## config.mk

```make
export PLATFORM = sky130hd
export DESIGN_NAME = keypad_code_lock_unit
export DESIGN_NICKNAME = d
export VERILOG_FILES = /design/src/rtl/core/kcl_pkg.sv /design/src/rtl/core/kcl_queue.sv /design/src/rtl/core/kcl_front.sv /design/src/rtl/core/kcl_back.sv /design/src/rtl/core/keypad_code_lock_unit.sv
export VERILOG_INCLUDE_DIRS = /design/src /design/src/rtl/core
export SDC_FILE = /design/constraint.sdc
export NUM_CORES = 1
export LEC_CHECK = 0
export BUFFER_PORTS_ARGS = -buffer_cell sky130_fd_sc_hd__buf_2
export CORE_MARGIN = 2
export CORE_UTILIZATION = 62
export DETAILED_ROUTE_END_ITERATION = 16
export HOLD_SLACK_MARGIN = 0.05
export PLACE_DENSITY = 0.8
export SYNTH_ARGS = -nofsm -noshare
export SYNTH_HDL_FRONTEND = slang
export SYNTH_HIERARCHICAL = 1
export SYNTH_SLANG_ARGS = --single-unit
```

## constraint.sdc

```tcl
create_clock -name clk -period 5.1 [get_ports clk]
set_input_delay 1.02 -clock clk [delete_from_list [all_inputs] [get_ports clk]]
set_output_delay 1.02 -clock clk [all_outputs]
set_load 0.05 [all_outputs]
```

## src/rtl/core/keypad_code_lock_unit_defines.svh

```systemverilog
// ----------------------------------------------------------------------------
// keypad_code_lock_unit_defines
// Assertion macros shared by the keypad code lock RTL.
// ----------------------------------------------------------------------------
`ifndef KEYPAD_CODE_LOCK_UNIT_DEFINES_SVH
`define KEYPAD_CODE_LOCK_UNIT_DEFINES_SVH

// condition must hold at every clock edge out of reset
`define KCL_ASSERT_NOW(label, cond, msg) \
  label: assert property (@(posedge clk) disable iff (!rst_n) (cond)) else $error(msg);

// consequent must hold in the cycle after the antecedent
`define KCL_ASSERT_NEXT(label, ante, cons, msg) \
  label: assert property (@(posedge clk) disable iff (!rst_n) (ante) |=> (cons)) \
    else $error(msg);

`endif

```

## src/rtl/core/kcl_pkg.sv

```systemverilog
// ----------------------------------------------------------------------------
// kcl_pkg
// Types and constants of the keypad code lock.
// ----------------------------------------------------------------------------
package kcl_pkg;

  // request types
  localparam logic [1:0] REQ_KEY   = 2'd0;
  localparam logic [1:0] REQ_MOUSE = 2'd1;
  localparam logic [1:0] REQ_TICK  = 2'd2;

  // virtual key codes with special handling
  localparam logic [7:0] KEY_NONE    = 8'd0;
  localparam logic [7:0] KEY_ENTER   = 8'd13;
  localparam logic [7:0] KEY_DIGIT_0 = 8'd48;
  localparam logic [7:0] KEY_DIGIT_9 = 8'd57;
  localparam logic [7:0] KEY_LWIN    = 8'd91;
  localparam logic [7:0] KEY_LSHIFT  = 8'd160;
  localparam logic [7:0] KEY_RSHIFT  = 8'd161;
  localparam logic [7:0] KEY_LCTRL   = 8'd162;
  localparam logic [7:0] KEY_RCTRL   = 8'd163;
  localparam logic [7:0] KEY_ALT     = 8'd164;
  localparam logic [7:0] KEY_RALT    = 8'd165;
  localparam logic [7:0] KEY_PLUS    = 8'd187;
  localparam logic [7:0] KEY_MINUS   = 8'd189;
  localparam logic [7:0] KEY_LBRACK  = 8'd219;
  localparam logic [7:0] KEY_RBRACK  = 8'd221;
  localparam logic [7:0] KEY_QUOTE   = 8'd222;

  // configuration register indexes
  localparam logic [2:0] CFG_MAIN_LO   = 3'd0;
  localparam logic [2:0] CFG_MAIN_HI   = 3'd1;
  localparam logic [2:0] CFG_MAIN_LEN  = 3'd2;
  localparam logic [2:0] CFG_SPARE_LO  = 3'd3;
  localparam logic [2:0] CFG_SPARE_HI  = 3'd4;
  localparam logic [2:0] CFG_SPARE_LEN = 3'd5;
  localparam logic [2:0] CFG_IDLE_LIM  = 3'd6;

  localparam logic [4:0] MAX_CODE_CHARS = 5'd16;

  // classified event passed from the front end to the back end
  typedef struct packed {
    logic [1:0] req_type;
    logic       is_enter;
    logic       ch_valid;   // key release that yields a character
    logic [7:0] ch;
  } kcl_evt_t;

endpackage

```

## src/rtl/core/kcl_queue.sv

```systemverilog
// ----------------------------------------------------------------------------
// kcl_queue
// Two-entry queue of classified events between front and back end.
// ----------------------------------------------------------------------------
`include "keypad_code_lock_unit_defines.svh"

module kcl_queue (
  input  logic              clk,
  input  logic              rst_n,
  input  logic              push,
  input  kcl_pkg::kcl_evt_t push_data,
  output logic              full,
  input  logic              pop,
  output kcl_pkg::kcl_evt_t pop_data,
  output logic              empty
);
  import kcl_pkg::*;

  kcl_evt_t   mem_r [2];
  logic       wr_ptr_r, wr_ptr_nxt;
  logic       rd_ptr_r, rd_ptr_nxt;
  logic [1:0] count_r, count_nxt;

  assign full     = (count_r == 2'd2);
  assign empty    = (count_r == 2'd0);
  assign pop_data = mem_r[rd_ptr_r];

  always_comb begin
    wr_ptr_nxt = push ? ~wr_ptr_r : wr_ptr_r;
    rd_ptr_nxt = pop ? ~rd_ptr_r : rd_ptr_r;
    count_nxt  = count_r + 2'(push) - 2'(pop);
  end

  always_ff @(posedge clk) begin
    if (!rst_n) begin
      wr_ptr_r <= 1'b0;
      rd_ptr_r <= 1'b0;
      count_r  <= 2'd0;
    end else begin
      wr_ptr_r <= wr_ptr_nxt;
      rd_ptr_r <= rd_ptr_nxt;
      count_r  <= count_nxt;
    end
  end

  always_ff @(posedge clk) begin
    if (push) begin
      mem_r[wr_ptr_r] <= push_data;
    end
  end

  `KCL_ASSERT_NOW(a_q_no_underflow, !(pop && empty), "queue popped while empty")
  `KCL_ASSERT_NOW(a_q_count_bound, count_r != 2'd3, "queue count beyond depth")

endmodule

```

## src/rtl/core/kcl_front.sv

```systemverilog
// ----------------------------------------------------------------------------
// kcl_front
// Accepts events, tracks both shift keys and maps key codes to characters.
// ----------------------------------------------------------------------------
module kcl_front (
  input  logic              clk,
  input  logic              rst_n,
  input  logic              in_valid,
  output logic              in_stall,
  input  logic [1:0]        in_req_type,
  input  logic [7:0]        in_key_code,
  input  logic              in_key_down,
  input  logic              q_full,
  output logic              q_push,
  output kcl_pkg::kcl_evt_t q_data
);
  import kcl_pkg::*;

  logic lshift_r, lshift_nxt;
  logic rshift_r, rshift_nxt;
  logic is_key;
  logic [8:0] key_ch;

  // bit 8 set: key gives no character
  function automatic logic [8:0] key_char(input logic [7:0] k, input logic shifted);
    logic [8:0] r;
    r = {1'b0, k};
    if (k inside {KEY_NONE, KEY_LWIN, KEY_LSHIFT, KEY_RSHIFT, KEY_LCTRL, KEY_RCTRL,
                  KEY_RALT}) begin
      r = {1'b1, k};
    end
    if (shifted) begin
      if (k inside {[KEY_DIGIT_0:KEY_DIGIT_9]}) begin
        case (k[3:0])
          4'd0:    r = {1'b0, 8'h29};  // )
          4'd1:    r = {1'b0, 8'h21};  // !
          4'd2:    r = {1'b0, 8'h40};  // @
          4'd3:    r = {1'b0, 8'h23};  // #
          4'd4:    r = {1'b0, 8'h24};  // $
          4'd5:    r = {1'b0, 8'h25};  // %
          4'd6:    r = {1'b0, 8'h5E};  // ^
          4'd7:    r = {1'b0, 8'h26};  // &
          4'd8:    r = {1'b0, 8'h2A};  // *
          default: r = {1'b0, 8'h28};  // (
        endcase
      end else if (k == KEY_MINUS) begin
        r = {1'b0, 8'h5F};
      end else if (k == KEY_PLUS) begin
        r = {1'b0, 8'h2B};
      end else if (k == KEY_LBRACK) begin
        r = {1'b0, 8'h7B};
      end else if (k == KEY_RBRACK) begin
        r = {1'b0, 8'h7D};
      end else if (k == KEY_QUOTE) begin
        r = {1'b0, 8'h22};
      end
    end else begin
      if (k == KEY_LBRACK) begin
        r = {1'b0, 8'h5B};
      end else if (k == KEY_RBRACK) begin
        r = {1'b0, 8'h5D};
      end else if (k == KEY_QUOTE) begin
        r = {1'b0, 8'h27};
      end
    end
    return r;
  endfunction

  assign in_stall = q_full;
  assign q_push   = in_valid && !q_full;
  assign is_key   = (in_req_type == REQ_KEY);
  // shift keys themselves give no character, so the held state before them is fine
  assign key_ch   = key_char(in_key_code, lshift_r | rshift_r);

  always_comb begin
    q_data.req_type = in_req_type;
    q_data.is_enter = is_key && (in_key_code == KEY_ENTER);
    q_data.ch_valid = is_key && (in_key_code != KEY_ALT) && !in_key_down && !key_ch[8];
    q_data.ch       = key_ch[7:0];
  end

  always_comb begin
    lshift_nxt = lshift_r;
    rshift_nxt = rshift_r;
    if (q_push && is_key) begin
      if (in_key_code == KEY_LSHIFT) begin
        lshift_nxt = in_key_down;
      end
      if (in_key_code == KEY_RSHIFT) begin
        rshift_nxt = in_key_down;
      end
    end
  end

  always_ff @(posedge clk) begin
    if (!rst_n) begin
      lshift_r <= 1'b0;
      rshift_r <= 1'b0;
    end else begin
      lshift_r <= lshift_nxt;
      rshift_r <= rshift_nxt;
    end
  end

endmodule

```

## src/rtl/core/kcl_back.sv

```systemverilog
// ----------------------------------------------------------------------------
// kcl_back
// Code matching, idle timer, lock state, configuration and result register.
// ----------------------------------------------------------------------------
`include "keypad_code_lock_unit_defines.svh"

module kcl_back (
  input  logic              clk,
  input  logic              rst_n,
  input  logic              q_empty,
  input  kcl_pkg::kcl_evt_t q_data,
  output logic              q_pop,
  input  logic              cfg_we,
  input  logic [2:0]        cfg_index,
  input  logic [63:0]       cfg_data,
  output logic              out_valid,
  input  logic              out_stall,
  output logic              out_swallow,
  output logic              out_lock_state
);
  import kcl_pkg::*;

  logic [127:0] main_chars_r, spare_chars_r;
  logic [4:0]   main_len_r, spare_len_r;
  logic [31:0]  idle_limit_r;

  logic         locked_r, locked_nxt;
  logic [4:0]   main_prog_r, main_prog_nxt;
  logic [4:0]   spare_prog_r, spare_prog_nxt;
  logic [31:0]  idle_r, idle_nxt;
  logic         out_valid_r, out_valid_nxt;
  logic         out_swallow_r, out_swallow_nxt;
  logic         out_lock_r, out_lock_nxt;

  logic [4:0]   main_len_eff, spare_len_eff;
  logic [31:0]  idle_inc;
  logic         locked_chk;
  logic         code_done;
  logic         unlock_now;
  logic [4:0]   main_adv, spare_adv;

  function automatic logic [4:0] eff_len(input logic [4:0] len);
    logic [4:0] r;
    r = len;
    if (len == 5'd0) begin
      r = 5'd1;
    end else if (len > MAX_CODE_CHARS) begin
      r = MAX_CODE_CHARS;
    end
    return r;
  endfunction

  // a progress at or beyond the length wraps before the compare
  function automatic logic [4:0] advance(input logic [4:0] prog, input logic [4:0] len,
                                         input logic [127:0] chars, input logic [7:0] ch);
    logic [3:0] pos;
    pos = (prog >= len) ? 4'd0 : prog[3:0];
    return (chars[{pos, 3'b000} +: 8] == ch) ? ({1'b0, pos} + 5'd1) : 5'd0;
  endfunction

  assign q_pop          = !q_empty && (!out_valid_r || !out_stall);
  assign out_valid      = out_valid_r;
  assign out_swallow    = out_swallow_r;
  assign out_lock_state = out_lock_r;

  assign main_len_eff  = eff_len(main_len_r);
  assign spare_len_eff = eff_len(spare_len_r);
  assign idle_inc      = ((q_data.req_type == REQ_TICK) && (idle_r != 32'hFFFF_FFFF)) ?
                         idle_r + 32'd1 : idle_r;
  assign locked_chk    = locked_r || (idle_inc > idle_limit_r);
  assign code_done     = (main_prog_r >= main_len_eff) || (spare_prog_r >= spare_len_eff);
  assign unlock_now    = q_data.is_enter && code_done;
  assign main_adv      = advance(main_prog_r, main_len_eff, main_chars_r, q_data.ch);
  assign spare_adv     = advance(spare_prog_r, spare_len_eff, spare_chars_r, q_data.ch);

  always_comb begin
    locked_nxt      = locked_r;
    main_prog_nxt   = main_prog_r;
    spare_prog_nxt  = spare_prog_r;
    idle_nxt        = idle_r;
    out_valid_nxt   = out_valid_r;
    out_swallow_nxt = out_swallow_r;
    out_lock_nxt    = out_lock_r;
    if (q_pop) begin
      out_valid_nxt = 1'b1;
      case (q_data.req_type)
        REQ_KEY: begin
          idle_nxt = 32'd0;
          if (unlock_now) begin
            locked_nxt      = 1'b0;
            main_prog_nxt   = 5'd0;
            spare_prog_nxt  = 5'd0;
            out_swallow_nxt = 1'b1;
            out_lock_nxt    = 1'b0;
          end else begin
            locked_nxt = locked_chk;
            if (q_data.ch_valid) begin
              main_prog_nxt  = main_adv;
              spare_prog_nxt = spare_adv;
            end
            out_swallow_nxt = locked_chk;
            out_lock_nxt    = locked_chk;
          end
        end
        REQ_MOUSE: begin
          idle_nxt        = 32'd0;
          locked_nxt      = locked_chk;
          out_swallow_nxt = locked_chk;
          out_lock_nxt    = locked_chk;
        end
        REQ_TICK: begin
          idle_nxt        = idle_inc;
          locked_nxt      = locked_chk;
          out_swallow_nxt = 1'b0;
          out_lock_nxt    = locked_chk;
        end
        default: begin
          // unused request type: state untouched
          out_swallow_nxt = 1'b0;
          out_lock_nxt    = locked_r;
        end
      endcase
    end else if (out_valid_r && !out_stall) begin
      out_valid_nxt = 1'b0;
    end
  end

  always_ff @(posedge clk) begin
    if (!rst_n) begin
      locked_r     <= 1'b1;
      main_prog_r  <= 5'd0;
      spare_prog_r <= 5'd0;
      idle_r       <= 32'd0;
      out_valid_r  <= 1'b0;
    end else begin
      locked_r     <= locked_nxt;
      main_prog_r  <= main_prog_nxt;
      spare_prog_r <= spare_prog_nxt;
      idle_r       <= idle_nxt;
      out_valid_r  <= out_valid_nxt;
    end
  end

  always_ff @(posedge clk) begin
    out_swallow_r <= out_swallow_nxt;
    out_lock_r    <= out_lock_nxt;
  end

  always_ff @(posedge clk) begin
    if (!rst_n) begin
      main_chars_r  <= '0;
      spare_chars_r <= '0;
      main_len_r    <= 5'd1;
      spare_len_r   <= 5'd1;
      idle_limit_r  <= 32'd0;
    end else if (cfg_we) begin
      case (cfg_index)
        CFG_MAIN_LO:   main_chars_r[63:0]    <= cfg_data;
        CFG_MAIN_HI:   main_chars_r[127:64]  <= cfg_data;
        CFG_MAIN_LEN:  main_len_r            <= cfg_data[4:0];
        CFG_SPARE_LO:  spare_chars_r[63:0]   <= cfg_data;
        CFG_SPARE_HI:  spare_chars_r[127:64] <= cfg_data;
        CFG_SPARE_LEN: spare_len_r           <= cfg_data[4:0];
        CFG_IDLE_LIM:  idle_limit_r          <= cfg_data[31:0];
        default: ;
      endcase
    end
  end

  `KCL_ASSERT_NEXT(a_unlock_clears, q_pop && (q_data.req_type == REQ_KEY) && unlock_now, !locked_r && (main_prog_r == 5'd0) && (spare_prog_r == 5'd0), "unlock did not clear state")
  `KCL_ASSERT_NOW(a_prog_bound, (main_prog_r <= MAX_CODE_CHARS) && (spare_prog_r <= MAX_CODE_CHARS), "code progress beyond maximum length")

endmodule

```

## src/rtl/core/keypad_code_lock_unit.sv

```systemverilog
// ----------------------------------------------------------------------------
// keypad_code_lock_unit
// Keypad combination lock: key, mouse and tick events in, swallow/lock out.
// ----------------------------------------------------------------------------
// One event is accepted every clock cycle while the queue is not full. The
// front end registers the shift keys and maps the key code to a character in
// the accepting cycle; the event then sits in a two-entry queue, and the back
// end updates code progress, idle count and lock state for it and loads the
// result register, from which the result is offered. The rate is set by the
// back end's state update: each event's progress and lock state feed the next.
// Configuration writes are always ready and take effect on the following
// cycle; write them only while no event is in flight.
// ----------------------------------------------------------------------------
module keypad_code_lock_unit (
  input  logic        clk,
  input  logic        rst_n,
  input  logic        in_valid,
  output logic        in_stall,
  input  logic [1:0]  in_req_type,
  input  logic [7:0]  in_key_code,
  input  logic        in_key_down,
  output logic        out_valid,
  input  logic        out_stall,
  output logic        out_swallow,
  output logic        out_lock_state,
  input  logic        cfg_valid,
  output logic        cfg_ready,
  input  logic [2:0]  cfg_index,
  input  logic [63:0] cfg_data
);
  import kcl_pkg::*;

  kcl_evt_t push_data, pop_data;
  logic     q_push, q_pop, q_full, q_empty;

  assign cfg_ready = 1'b1;

  kcl_front u_front (
    .clk         (clk),
    .rst_n       (rst_n),
    .in_valid    (in_valid),
    .in_stall    (in_stall),
    .in_req_type (in_req_type),
    .in_key_code (in_key_code),
    .in_key_down (in_key_down),
    .q_full      (q_full),
    .q_push      (q_push),
    .q_data      (push_data)
  );

  kcl_queue u_queue (
    .clk       (clk),
    .rst_n     (rst_n),
    .push      (q_push),
    .push_data (push_data),
    .full      (q_full),
    .pop       (q_pop),
    .pop_data  (pop_data),
    .empty     (q_empty)
  );

  kcl_back u_back (
    .clk            (clk),
    .rst_n          (rst_n),
    .q_empty        (q_empty),
    .q_data         (pop_data),
    .q_pop          (q_pop),
    .cfg_we         (cfg_valid && cfg_ready),
    .cfg_index      (cfg_index),
    .cfg_data       (cfg_data),
    .out_valid      (out_valid),
    .out_stall      (out_stall),
    .out_swallow    (out_swallow),
    .out_lock_state (out_lock_state)
  );

endmodule

```

Word level (Yosys, flattened, before mapping):

Memory sizes are Yosys's and may differ from the RTL's. A register that Yosys moved wholly into a read port is not among the register bits.
Index checks and enable logic that the tools add are counted.

* register bits after elaboration: 350
* latch bits: 0
* memory bits (writable): 24
* ROM bits: 112
* input bits: 83
* output and inout port bits: 5
* logic and storage cells: 142
* memories kept: 2

* add/sub/neg operators: 5
* multiply operators: 0
* div/mod/pow operators: 0
* $lt $le $gt $ge: 7
* equal/unequal tests: 25
* shift operators: 2
* mux-type cells: 35
* bitwise logic cells: 3
* reductions and logical operators: 44

Memory list
* (no name shown): words 16, width 7, read ports 1, clocked after memory_dff 0, write ports 0, line kcl_front.sv:34 `case (k[3:0])`
* u_queue.mem_r: words 2, width 12, read ports 1, clocked after memory_dff 1, write ports 1, line kcl_queue.sv:19 `kcl_evt_t mem_r [2];`

Operators by type and width (count)
* $shiftx A128 B8 Y8: 2
* $mux W9: 11
* $eq A8 B8 Y1 const B: 10
* $pmux W32 S2: 1
* $mux W5: 10
* $add A32 B1 Y32 const B: 1
* $gt A32 B32 Y1: 1
* $mux W32: 1
* $ne A32 B32 Y1 const B: 1
* $reduce_and A2 Y1: 10
* $eq A8 B8 Y1: 2
* $logic_and A1 B1 Y1: 11
* $add A4 B1 Y5 const B: 2
* $ge A5 B5 Y1: 2
* $gt A5 B5 Y1 const B: 2
* $logic_not A5 Y1: 2
* $eq A3 B3 Y1 const B: 3
* $eq A8 B4 Y1 const B: 1
* $eq A8 B7 Y1 const B: 1
* $ge A8 B6 Y1 const B: 1
* $le A8 B6 Y1 const B: 1
* $logic_not A8 Y1: 1
* $mux W1: 8
* $mux W4: 2
* other kinds (18): 34

Depth between registers and ports, before layout:

* depth after elaboration: 12
* mapped depth: 22
* mapped depth without buffers: 20

Cells and area by module:

The synthesis kept the hierarchy.

Modules (own cells, without submodules)
* kcl_back: instances 1, cells each 2259, area each 17925.9 sq um
* kcl_queue: instances 1, cells each 58, area each 1088.5 sq um
* kcl_front: instances 1, cells each 82, area each 546.8 sq um
* keypad_code_lock_unit: instances 1, cells each 2, area each 11.3 sq um

Least setup slack after synthesis:

Ideal clock, no wire load.

* path type: reg-to-reg
* start: reg with a tool-made name
* end: reg u_back.out_lock_r (netlist: u_back/out_lock_state) (data pin)
* library setup time: 256 ps
* data arrival time: 4243 ps
* required time: 4844 ps
* setup slack: 600 ps
* stages on the path, launching flop included: 22
* path buffers: 2
* period minus slack after synthesis: 4500 ps
* path through: dfxtp_1 buf_4 mux2_2 inv_1 ha_1 clkbuf_1 nand3_1 a31oi_1 nand2b_1 nor3_2 and3_1 nand4_1 xnor2_1 ha_1 nand4_1 nor3_1 and2_1 a2111oi_0 o221ai_1 o22ai_1 nor2_1 o22a_1

RTL lines
* to (signal assigned): line kcl_back.sv:146 `out_lock_r <= out_lock_nxt;`
* to (decl): line kcl_back.sv:33 `logic out_lock_r, out_lock_nxt;`

Worst setup path after layout:

* start: reg u_back.idle_r[4]
* end: reg u_back.out_lock_r (netlist: u_back/out_lock_state) (data pin)

* longest elaborated chain between the ends: 7
* elaborated cells on any way between the ends: 8

Ends and longest elaborated chain
* from (decl): line kcl_back.sv:30 `logic [31:0] idle_r, idle_nxt;`
* from (signal assigned): line kcl_back.sv:139 `idle_r <= idle_nxt;`
* parallel branches: the longest is 2 deep, another holds $add A32 B1 Y32
* $mux W32 *: line kcl_back.sv:68 `assign idle_inc = ((q_data.req_type == REQ_TICK) && (idle_r != 32'hFFFF_FFFF)) ?`
* $gt A32 B32 Y1 *: line kcl_back.sv:70 `assign locked_chk = locked_r || (idle_inc > idle_limit_r);`
* $logic_or A1 B1 Y1 *: line kcl_back.sv:70
* $mux W1: line kcl_back.sv:89 `if (unlock_now) begin`
* $pmux W1 S2 *: line kcl_back.sv:86 `case (q_data.req_type)`

Every way passes the cells marked *.
A chain may end at the register's enable or synchronous reset.

==> results.ini <==
[yosys]
synthesis.instances = 2401
yosysWarnings = 6
synthArstFlopShare = 0
synth.area.top_cells = dfxtp_1 36%, nand2_1 13%, a21boi_0 11%, edfxtp_1 4.0%, ha_1 3.3%
synth_edf_count = 26
synth-seq-area-share = 0.397
ys.flop_type = dfxtp_1
synth.cell_area_sq_mm = 0.0196
synth_seq_cells = 375
avgSynthCellArea_sq_um = 8.15
ys_types = 87
yosys.area.top_type = dfxtp_1
syn-num-nets = 2535
synth_top_area_share = 0.357

[sta]
hold_viol_final = 0
maxSlewHeadroom = 0.109
tns_ns = 0
fin_crit_ns = 4.87
finalCritPeriodShare = 0.956
slew_viol_final = 0
finalSetupViolCount = 0
worst_pin_slew_ns = 1.33
skew_ns = 0.0104
fmax_ghz = 0.205

[cells_and_area]
nets = 2528
synthToLayoutAreaGrowth_pct = 9.69
fin_area_sq_mm = 0.0215
n_antenna_cell = 0
drive_gt1_frac = 0.104

[global_route]
antenna_found_initial = 3
grt_pass1_wl_mm = 93.7
grt_usage = 0.359
grt.overflow.total = 0
grt_pass1_vias = 17000
grt_max_degree = 122

[clocking]
path_clk_slew_ns = 0.06
post_cts_resized = 0
numClockSinks = 375
postCtsSetupBuffers = 0
ctsHtreeMaxLevel = 2
cts_buffer_depth = 3
root_buffer = clkbuf_16
numCtsBuffers = 41
cts_hold_buffers = 0
cts_tree = done
clk_latency_ns = 0.53

[critical_path]
crit_top_cell = nand4_1
critPathKind = reg2reg
worst-r2r-cell-count = 17
path_cells = and4_1 -> nand4_1 -> or3_1 -> nand2b_1 -> nor3_2 -> and3_1 -> nand4_1 -> xnor2_1 -> ha_1 -> nand4_1 -> nor3_1 -> and2_1 -> a2111oi_0 -> o221ai_1 -> o22ai_2 -> nor2_1 -> o22a_1
cpPeakStageDelay_ns = 0.51
cp-end-kind = flip-flop
crit_family = simple AND/OR/NAND/NOR gates
crit_arrival_ns = 5.16
r2r-start = u_back/idle_r[4]$_SDFFE_PN0P_
critical_path_peak_fanout = 7
path_buf_inv = 0
required_ns = 5.39
r2r_slack_ns = 0.23
rr_endpoint = u_back/out_lock_state$_DFFE_PP_
slowest_stage = a2111oi_0
critPathLaunchType = flip-flop

[placement]
gp_congestion = 0.974
post-dp-hpwl_mm = 40.3
place_area_sq_mm = 0.0201
port_buffers = 86

[die]
start_util = 0.625
die_area_sq_mm = 0.0330
fp.dieH_microns = 182
die_w_microns = 182
rows = 65
io_pins = 88
core_area_sq_mm = 0.0313

[power_and_ir_drop]
leakage_nw = 7.40
power_density_mw_per_mm2 = 343
irDropWorstVdd_mv = 0.308

[detailed_routing]
first_iter_violations = 2428
dr.pass1.iters = 6
vias_per_cell = 6.33
routed_wirelength_mm = 60.1
ant_nets = 0
post_drt_wl_per_cell_microns = 21.3
via_count = 17900
drc_errors = 0

[worst_hold_path]
hp-start = u_back/main_chars_r[51]$_SDFFE_PN0P_
hp-class = reg2reg
min_path_cells = 2
whs_endpoint = u_back/main_chars_r[51]$_SDFFE_PN0P_

[job]
maxCapViolCount = 0

[outcome]
status = finished clean

==> cells in the mapped netlist, drive strengths merged (5+ instances only) <==
| master | number |
|---|---|
| nor4 | 5 |
| o22ai | 31 |
| xnor2 | 55 |
| nand3 | 34 |
| a2bb2oi | 12 |
| and3 | 11 |
| a221oi | 11 |
| nor2b | 59 |
| o21a | 20 |
| nand2b | 15 |
| o32ai | 9 |
| mux2 | 32 |
| a31oi | 7 |
| o2bb2ai | 5 |
| o31ai | 6 |
| xor2 | 14 |
| a21o | 12 |
| buf | 58 |
| o21ai | 37 |
| nor2 | 74 |
| a22oi | 16 |
| edfxtp | 26 |
| o211ai | 10 |
| a21oi | 99 |
| mux2i | 55 |
| nand2 | 669 |
| ha | 51 |
| and2 | 11 |
| a21boi | 294 |
| dfxtp | 349 |
| nor3 | 45 |
| clkbuf | 108 |
| inv | 62 |
| a211oi | 17 |
| nand4 | 18 |
==> kinds of logic (layout without fill, tap and decap cells) <==
family,Yosys count,in the layout,share of synthesized area
other cells,1,1,0.000192
fa+ha+maj,51,51,0.0326
flops,375,375,0.397
compound gates,625,625,0.231
simple gates,962,962,0.210
mux,89,89,0.0488
buf+inv,228,252,0.0490
xor+xnor,70,70,0.0320
==> layout make-up <==
cell class	instances	area, sq um
multi-input cells	1798	10900
fillers	2554	9840
flip-flops and latches	375	7770
clock buffers	58	1210
repair buffers	116	664
well taps	402	503
inverters	62	235
clock inverters	16	200
==> flip-flops by register name, summed over array words and instances (netlist names), 5 cells and up, named ones only <==
signal,cells
u_back/main_len_r,5
u_back/main_chars_r,128
u_queue/mem_r,24
u_back/idle_r,32
u_back/main_prog_r,5
u_back/spare_len_r,5
u_back/spare_prog_r,5
u_back/spare_chars_r,128
u_back/idle_limit_r,32
==> layout by cell type (no fill, tap or decap), types with 20 or more instances in the layout <==
cell / count
mux2i_1: 55
nand3_1: 32
a21oi_1: 97
buf_2: 85
o22ai_1: 30
edfxtp_1: 26
a21boi_0: 293
dfxtp_1: 345
ha_1: 51
nor2b_1: 59
xnor2_1: 55
mux2_2: 32
buf_4: 30
clkbuf_16: 43
nor2_1: 73
inv_1: 60
o21a_1: 20
nand2_1: 667
nor3_1: 41
o21ai_0: 33
==> worst register-to-register path: stages, from the launching register on <==
cell and delay [ns]:
dfxtp_1 0.45, and4_1 0.25, nand4_1 0.23, or3_1 0.45, nand2b_1 0.25, nor3_2 0.23
and3_1 0.29, nand4_1 0.19, xnor2_1 0.18, ha_1 0.28, nand4_1 0.16, nor3_1 0.10
and2_1 0.17, a2111oi_0 0.51, o221ai_1 0.28, o22ai_2 0.33, nor2_1 0.08, o22a_1 0.20
==> worst max path at each step <==
stage                                      end  cells past startpoint                     startpoint  slack (ns)
2_1_floorplan  u_back/out_lock_state$_DFFE_PP_                     21                      flip-flop        0.60
3_3_place_gp   u_back/out_lock_state$_DFFE_PP_                     18  u_back/idle_r[4]$_SDFFE_PN0P_        0.59
3_5_place_dp   u_back/out_lock_state$_DFFE_PP_                     17  u_back/idle_r[4]$_SDFFE_PN0P_        0.40
4_1_cts        u_back/out_lock_state$_DFFE_PP_                     17  u_back/idle_r[4]$_SDFFE_PN0P_        0.36
5_1_grt        u_back/out_lock_state$_DFFE_PP_                     17  u_back/idle_r[4]$_SDFFE_PN0P_       -0.17
6_report       u_back/out_lock_state$_DFFE_PP_                     17  u_back/idle_r[4]$_SDFFE_PN0P_        0.23
==> through the flow <==
stage          power, W   util  cells  worst slack (ns)  hold slack, ns
6_report        0.00736  0.686   2827             0.226           0.463
2_1_floorplan   0.00395      -   2401             0.600           0.438
5_1_grt         0.00759  0.686   2827            -0.174           0.481
3_5_place_dp    0.00430  0.640   2753             0.401           0.455
4_1_cts         0.00735  0.685   2827             0.364           0.463
3_3_place_gp    0.00428  0.640   2753             0.587           0.449
==> routing by layer <==
layer	global-route usage	wire length (microns)	vias up	part of all wire
met5	0	25	-	0.00042
met4	0.151	2600	4	0.043
met3	0.0714	6420	194	0.11
met2	0.551	26000	983	0.43
met1	0.495	25000	8509	0.42
li1	-	-	8213	-
==> power breakdown <==
part	total (W)	internal (W)	switching, W
sequential	0.00312	0.00307	0.0000499
clock	0.00308	0.00186	0.00121
combinational	0.00116	0.000392	0.000767
Note: power is estimated with default switching activity, not from simulation.
